File: config.mk
export PLATFORM = sky130hd
export DESIGN_NAME = plc_ram
export DESIGN_NICKNAME = d
export VERILOG_FILES = /design/src/rtl/plc_ram.sv
export SDC_FILE = /design/constraint.sdc
export NUM_CORES = 1
export LEC_CHECK = 0
export BUFFER_PORTS_ARGS = -buffer_cell sky130_fd_sc_hd__buf_2
export CAP_MARGIN = 20
export CORE_UTILIZATION = 50
export DETAILED_ROUTE_END_ITERATION = 12
export PLACE_DENSITY = 0.79
export SLEW_MARGIN = 30
export SYNTH_ARGS = -nofsm -noshare
export SYNTH_HDL_FRONTEND = slang
export SYNTH_SLANG_ARGS = --single-unit
File: constraint.sdc
create_clock -name clk_i -period 2.2 [get_ports clk_i]
set_input_delay 0.22 -clock clk_i [delete_from_list [all_inputs] [get_ports clk_i]]
set_output_delay 0.22 -clock clk_i [all_outputs]
set_load 0.05 [all_outputs]
File: src/rtl/plc_ram.sv
// generic single write port, single read port ram with registered read
`default_nettype none
module plc_ram #(
  parameter int unsigned Width = 8,
  parameter int unsigned Depth = 16
) (
  input  wire logic                     clk_i,
  input  wire logic                     we_i,
  input  wire logic [$clog2(Depth)-1:0] waddr_i,
  input  wire logic [Width-1:0]         wdata_i,
  input  wire logic                     re_i,
  input  wire logic [$clog2(Depth)-1:0] raddr_i,
  output logic      [Width-1:0]         rdata_o
);
  logic [Width-1:0] mem_q [Depth];

  // write port and registered read port
  always_ff @(posedge clk_i) begin
    if (we_i) begin
      mem_q[waddr_i] <= wdata_i;
    end
    if (re_i) begin
      rdata_o <= mem_q[raddr_i];
    end
  end
endmodule
`default_nettype wire

# Word-level counts from Yosys, hierarchy flattened
# Memory sizes are Yosys's and may differ from the RTL's. A register that Yosys moved wholly into a read port is not among the register bits.
# Cells that the tools add are included.
dict set report op_classes {
  n_mux 2
}
# operator count
set ops {}
lappend ops {{2-to-1 mux 1 bit} 2}
dict set report word_totals {
  mem_count 1
  regBits 0
  input_bits 19
  ramBits 128
  out_inout_bits 8
  word_cells 3
}
# name depth word_bits read_ports rd_ports_with_merged_regs write_ports line
set memory_table {}
lappend memory_table {mem_q 16 8 1 1 1 15} ;# logic [Width-1:0] mem_q [Depth];

# Logic depth before layout (Yosys ltp)
# Gate-level depths: netlist of the first run.
dict set report logic_depth {
  depth_word 2
  depth_mapped 5
  ltp_nobuf 3
}

# Least setup slack after synthesis of the first run
# OpenSTA, ideal clock, no wires.
dict set report synth_path {
  kind {input to register}
  start {input waddr_i[2]}
  end {memory mem_q[0][0] (enable)}
  arrival_ps 1330
  setup_time_ps 383
  setup_slack_ps 487
  n_path_buf 0
  stages 2
  required_ps 1817
  cell_sequence {or3b_2 nor3_1}
}
# item line
set synth_lines {}
lappend synth_lines {{from (decl)} 9} ;# input wire logic [$clog2(Depth)-1:0] waddr_i,
lappend synth_lines {{to (decl)} 15}
# No word-level cell before the write port.

==> qor.yml, run 1 <==
min_path:
  hold_class: "input pin to flop"
timing:
  rsz0062_at_grt: "false"
  worst_pin_slew_ns: 0.617
  relSlewSlack_pct: 58.8
  timing.clock.skew_ns: 0.00657
  min_period_ns: 1.57
  whs_ns: 0.0626
  fin_setup_tns_ns: 0
  clock.fmax_mhz: 637
  min_period_over_period_pct: 71.4
  hold_viol: 0
  finalMaxSlewViolations: 0
  setup_viol: 0
worst_setup_path:
  cp_cell_sequence: "mux4_1 > a22oi_1 > nand2_1"
  worstPathBufferInverterCount: 0
  criticalPathCategory: "flop to flop"
  end_kind: "flop"
  slowest_delay_ns: 0.52
  arrival_ns: 1.84
  crit_family: "multiplexers"
  critPathLaunchType: "flop"
  required_ns: 2.47
  cpMaxStageDelayCell: "mux4_1"
  cp_max_fo: 1
drt:
  via_count: 2524
  wl_per_cell_um: 23.8
  drcViolationCount: 0
  first_pass_iters: 5
  avgViaCountPerCell: 5.90
  drt-total-wl_mm: 10.2
  drtIter0Drc: 209
  postRouteAntennaNets: 0
place:
  hpwl_mm: 5.68
  place_inst: 396
  port_buffers: 26
  gp_routability_congestion: 0.726
floorplanning:
  die_area_um2: 10900
  dieHeight_um: 104
  core_area_um2: 9950
  row_count: 36
  die_w_um: 104
  start_util_pct: 52.5
  ios: 27
logic_synthesis:
  syn_inst: 229
  synth.distinct_cells: 18
  synth_top_area_share_pct: 78.1
  synth_seq_area_share_pct: 78.1
  synth_area_um2: 5230
  ys_ff_latch: 136
  syn_avg_cell_area_um2: 22.8
  yosys_warnings: 0
  yosys.area.top_type: "edfxtp_1"
  synth_nets: 248
  synth_area_leaders: "edfxtp_1 78%, mux4_2 7.8%, mux4_1 7.0%"
global_route:
  grt_pass1_wl_mm: 15.3
  grt_max_degree: 33
  track_usage_pct: 20.5
  antenna_found_initial: 0
  overflow: 0
  grt_pass1_vias: 2546
finish:
  num_antenna_cells: 0
  area_growth_pct: 20.4
  mostFrequentLayoutCells: "136 x edfxtp_1, 26 x buf_2, 18 x mux4_2"
  nFillCells: 638
  final_common_cell: "edfxtp_1"
  seq_area_um2: 4080
  fin_util_pct: 63.2
  drive_gt1_share_pct: 31.5
  multi_input_area_um2: 1060
  layout.nets: 301
  instances_no_fill: 428
power:
  p_per_area_nw_per_um2: 1040
  power_leakage_nw: 2.15
  ir_drop_mv: 0.577
clocking:
  root_buffer: "clkbuf_8"
  h-tree-depth: 4
  cts.repair.resized: 0
  clockBufferDepth: 2
  cts_sinks: 136
  holdBufCountCts: 0
  numCtsBuffers: 17
  path_clk_slew_ns: 0.06
  cts_tree: "built"
  clock_latency_ns: 0.52
  post_cts_buffers: 0
run_status:
  status: "complete, no violations"
run:
  maxCapViolations: 0
-- flip-flops by register name, summed over array words and instances (netlist names) --
| register | flops |
|---|---|
| rdata_o | 8 |
| mem_q | 128 |
-- cell usage after synthesis (all sizes together) --
cell and n:
a22oi 16, and2 1, and2b 1, buf 7, clkdlybuf4s25 3, edfxtp 136
mux4 32, nand2 9, nand2b 2, nand3 1, nand3b 2, nor2 13
nor2b 1, nor3 4, or3b 1
-- area by class of cell --
cell class,instances,share of cell area (%)
Timing Repair Buffer,44,4.61
Clock buffer,18,6.64
Clock inverter,14,4.39
Sequential cell,136,64.9
Tap cell,133,2.64
Multi-Input combinational cell,83,16.8
-- through the flow --
step | worst slack [ns] | power (mW) | cell area [um^2]
detailed placement | 0.316 | 3.30 | 5600
CTS | 0.636 | 6.59 | 6290
global placement | 0.324 | 3.29 | 5600
finish | 0.630 | 6.55 | 6290
floorplan | 0.487 | 3.18 | 5230
global route | 0.610 | 6.71 | 6290
-- cells by family after synthesis --
family          count (synthesis)  synth area share [%]
flops                         136                  78.1
buf+inv                        10                  1.65
mux                            32                  14.8
simple gates                   35                  3.14
compound gates                 16                  2.30
-- metal layers --
metal | track usage [%] | up-vias | part of all wire, %
li1 | - | 1086 | -
met1 | 28.2 | 1283 | 42
met2 | 31.5 | 136 | 48
met3 | 6.58 | 19 | 7.9
met4 | 6.43 | 0 | 1.4
met5 | 0 | - | 0
-- report_power, final --
group	switching [mW]	internal (mW)	total, mW	leakage, nW
Combinational	0.202	0.113	0.315	0.578
Sequential	0.0146	2.92	2.93	1.24
Clock	1.01	2.29	3.30	0.340
Total	1.23	5.32	6.55	2.15
-- path summary, 6_finish.rpt --
check | to | from | cells past startpoint | slack [ns]
max reg2reg | rdata_o[2]$_DFFE_PP_ | mem_q[1][2]$_DFFE_PP_ | 3 | 0.63
min | rdata_o[2]$_DFFE_PP_ | re_i | 1 | 0.06
min reg2reg | rdata_o[2]$_DFFE_PP_ | mem_q[8][2]$_DFFE_PP_ | 3 | 0.77
max | rdata_o[2]$_DFFE_PP_ | mem_q[1][2]$_DFFE_PP_ | 3 | 0.63
(Power assumes the default switching activity.)
==> run 2, diff against run 1 <==
==> constraint.sdc (replaced) <==
create_clock -name clk_i -period 1.6 [get_ports clk_i]
set_input_delay 0.16 -clock clk_i [delete_from_list [all_inputs] [get_ports clk_i]]
set_output_delay 0.16 -clock clk_i [all_outputs]
set_load 0.05 [all_outputs]
==> qor.yml, run 2 (synthesized netlist as in run 1, its figures left out) <==
power:
  p_clk_share_pct: 45.6  # -4.8 points
  ir_drop_mv: 0.910  # +58%
  seq_power_share_pct: 49.0  # +4.2 points
  power_leakage_nw: 2.13  # -1.1%
  switchingPower_mw: 1.80  # +46%
  switching_share_pct: 21.8  # +3.1 points
  p_int_mw: 6.44  # +21%
  pwr-share-comb_pct: 5.3  # +0.5 points
  p_per_area_nw_per_um2: 1310  # +26%
timing:
  clock.fmax_mhz: 657  # +3.1%
  rsz0062_at_grt: "false"
  setup_viol: 0  # unchanged
  fin_setup_tns_ns: 0  # unchanged
  min_period_over_period_pct: 95.2  # +24 points
  relSlewSlack_pct: 74.0  # +15 points
  hold_viol: 0  # unchanged
  timing.clock.skew_ns: 0.0152  # +0.00863 ns
  worst_pin_slew_ns: 0.390  # -0.226 ns
  min_period_ns: 1.52  # -0.0470 ns
  finalMaxSlewViolations: 0  # unchanged
drt:
  drtIter0Drc: 171  # -18%
  first_pass_iters: 4  # -1
  drt-total-wl_mm: 9.91  # -2.5%
  via_count: 2514  # -0.40%
  postRouteAntennaNets: 0  # unchanged
  drcViolationCount: 0  # unchanged
  wl_per_cell_um: 22.8  # -4.1%
  avgViaCountPerCell: 5.78  # -2.0%
finish:
  largest-register: "mem_q"
  final_common_cell: "edfxtp_1"
  fin_util_pct: 62.9  # -0.30 points
  drive_gt1_share_pct: 33.8  # +2.2 points
  mostFrequentLayoutCells: "136 x edfxtp_1, 26 x buf_2, 20 x buf_4"
  reg_top3: "mem_q: 128 flops, rdata_o: 8 flops"
  layout.nets: 308  # +2.3%
  largest_reg_flops: 128  # unchanged
  num_antenna_cells: 0  # unchanged
  instances_no_fill: 435  # +1.6%
  area_growth_pct: 19.8
  postLayoutCellArea_um2: 6260  # -0.48%
clocking:
  cts_sinks: 136  # unchanged
  clock_latency_ns: 0.51  # about the same
  root_buffer: "clkbuf_8"
  h-tree-depth: 4  # unchanged
  path_clk_slew_ns: 0.06  # about the same
  numCtsBuffers: 17  # unchanged
  cts.repair.resized: 0  # unchanged
  clockBufferDepth: 2  # unchanged
  cts_tree: "built"
worst_setup_path:
  end_kind: "flop"
  critPathLaunchType: "flop"
  arrival_ns: 1.78  # -0.06 ns
  startpoint: "mem_q[9][2]$_DFFE_PP_"
  cp_max_fo: 1  # unchanged
  required_ns: 1.85  # -0.62 ns
  r2r-start: "mem_q[9][2]$_DFFE_PP_"
  criticalPathCategory: "flop to flop"
min_path:
  hold_class: "input pin to flop"
  hold_start: "wdata_i[5]"
place:
  placed_cell_area_um2: 5670  # +1.3%
  port_buffers: 26  # unchanged
  place_inst: 402  # +1.5%
  hpwl_mm: 6.14  # +8.1%
  gp_routability_congestion: 0.739  # +1.7%
global_route:
  antenna_found_initial: 0  # unchanged
  grt_pass1_wl_mm: 15.1  # -1.6%
  grt_pass1_vias: 2599  # +2.1%
  overflow: 0  # unchanged
  grt_max_degree: 23  # -30%
  track_usage_pct: 20.0  # -0.48 points
floorplanning:
  row_count: 36  # unchanged
  die_area_um2: 10900  # unchanged
  die_w_um: 104  # unchanged
  dieHeight_um: 104  # unchanged
  core_area_um2: 9950  # unchanged
  start_util_pct: 52.5  # unchanged
  ios: 27  # unchanged
run:
  maxCapViolations: 0  # unchanged
run_status:
  status: "complete, no violations"
run 2: cell types whose count changed in the layout (fill, tap and decap cells not counted), moves of 2 or more:
cell,delta
buf_4,+4
bufinv_16,-6
clkinv_2,-2
buf_12,+2
clkinvlp_4,+4
inv_6,+7
run 2: power groups by stage:
stage | sequential (mW) | combinational (mW) | clock, mW
after detailed placement | 4.11 | 0.437 | 0
after CTS | 4.04 | 0.444 | 3.80
final | 4.04 | 0.440 | 3.76
after global placement | 4.11 | 0.425 | 0
after global routing | 4.04 | 0.469 | 3.94
after floorplan | 4.17 | 0.203 | 0
run 2: cell type report:
cell class,count,area (um^2)
repair buffers,51,370
fillers,672,3690
flip-flops and latches,136,4080
well taps,133,166
multi-input cells,83,1060
clock buffers,17,414
clock inverters,15,165
run 2: per-layer routing:
layer | vias up | track usage [%] | share of wire [%]
met4 | 0 | 8.88 | 1.8
li1 | 1106 | - | -
met1 | 1293 | 26.3 | 43
met3 | 15 | 5.20 | 5.3
met5 | - | 0 | 0
met2 | 100 | 31.8 | 50
run 2: worst max-delay path, cell delays in order (launching register included):
cell	delay (ns)
edfxtp_1	0.36
mux4_1	0.54
a22oi_1	0.29
nand2_1	0.08
run 2: worst paths after layout:
kind	endpoint	slack [ns]	cells past startpoint
worst min register to register	rdata_o[3]$_DFFE_PP_	0.75	3
worst min-delay path	mem_q[4][5]$_DFFE_PP_	0.02	1
worst max-delay path	rdata_o[2]$_DFFE_PP_	0.08	3
worst max register to register	rdata_o[2]$_DFFE_PP_	0.08	3
run 2: repair_timing:
action                    in CTS  in global routing
hold buffers                   1                  0
hold endpoints to repair       5                  0
setup buffers                  0                  0
run 2: stage by stage:
stage                     hold WS [ns]  setup slack [ns]  total power, mW
after global placement           0.536            -0.150             4.53
after floorplan                  0.259             0.158             4.37
after detailed placement         0.535            -0.158             4.55
final                           0.0241            0.0772             8.23
after CTS                      0.00157            0.0597             8.29
after global routing           0.00680            0.0290             8.45
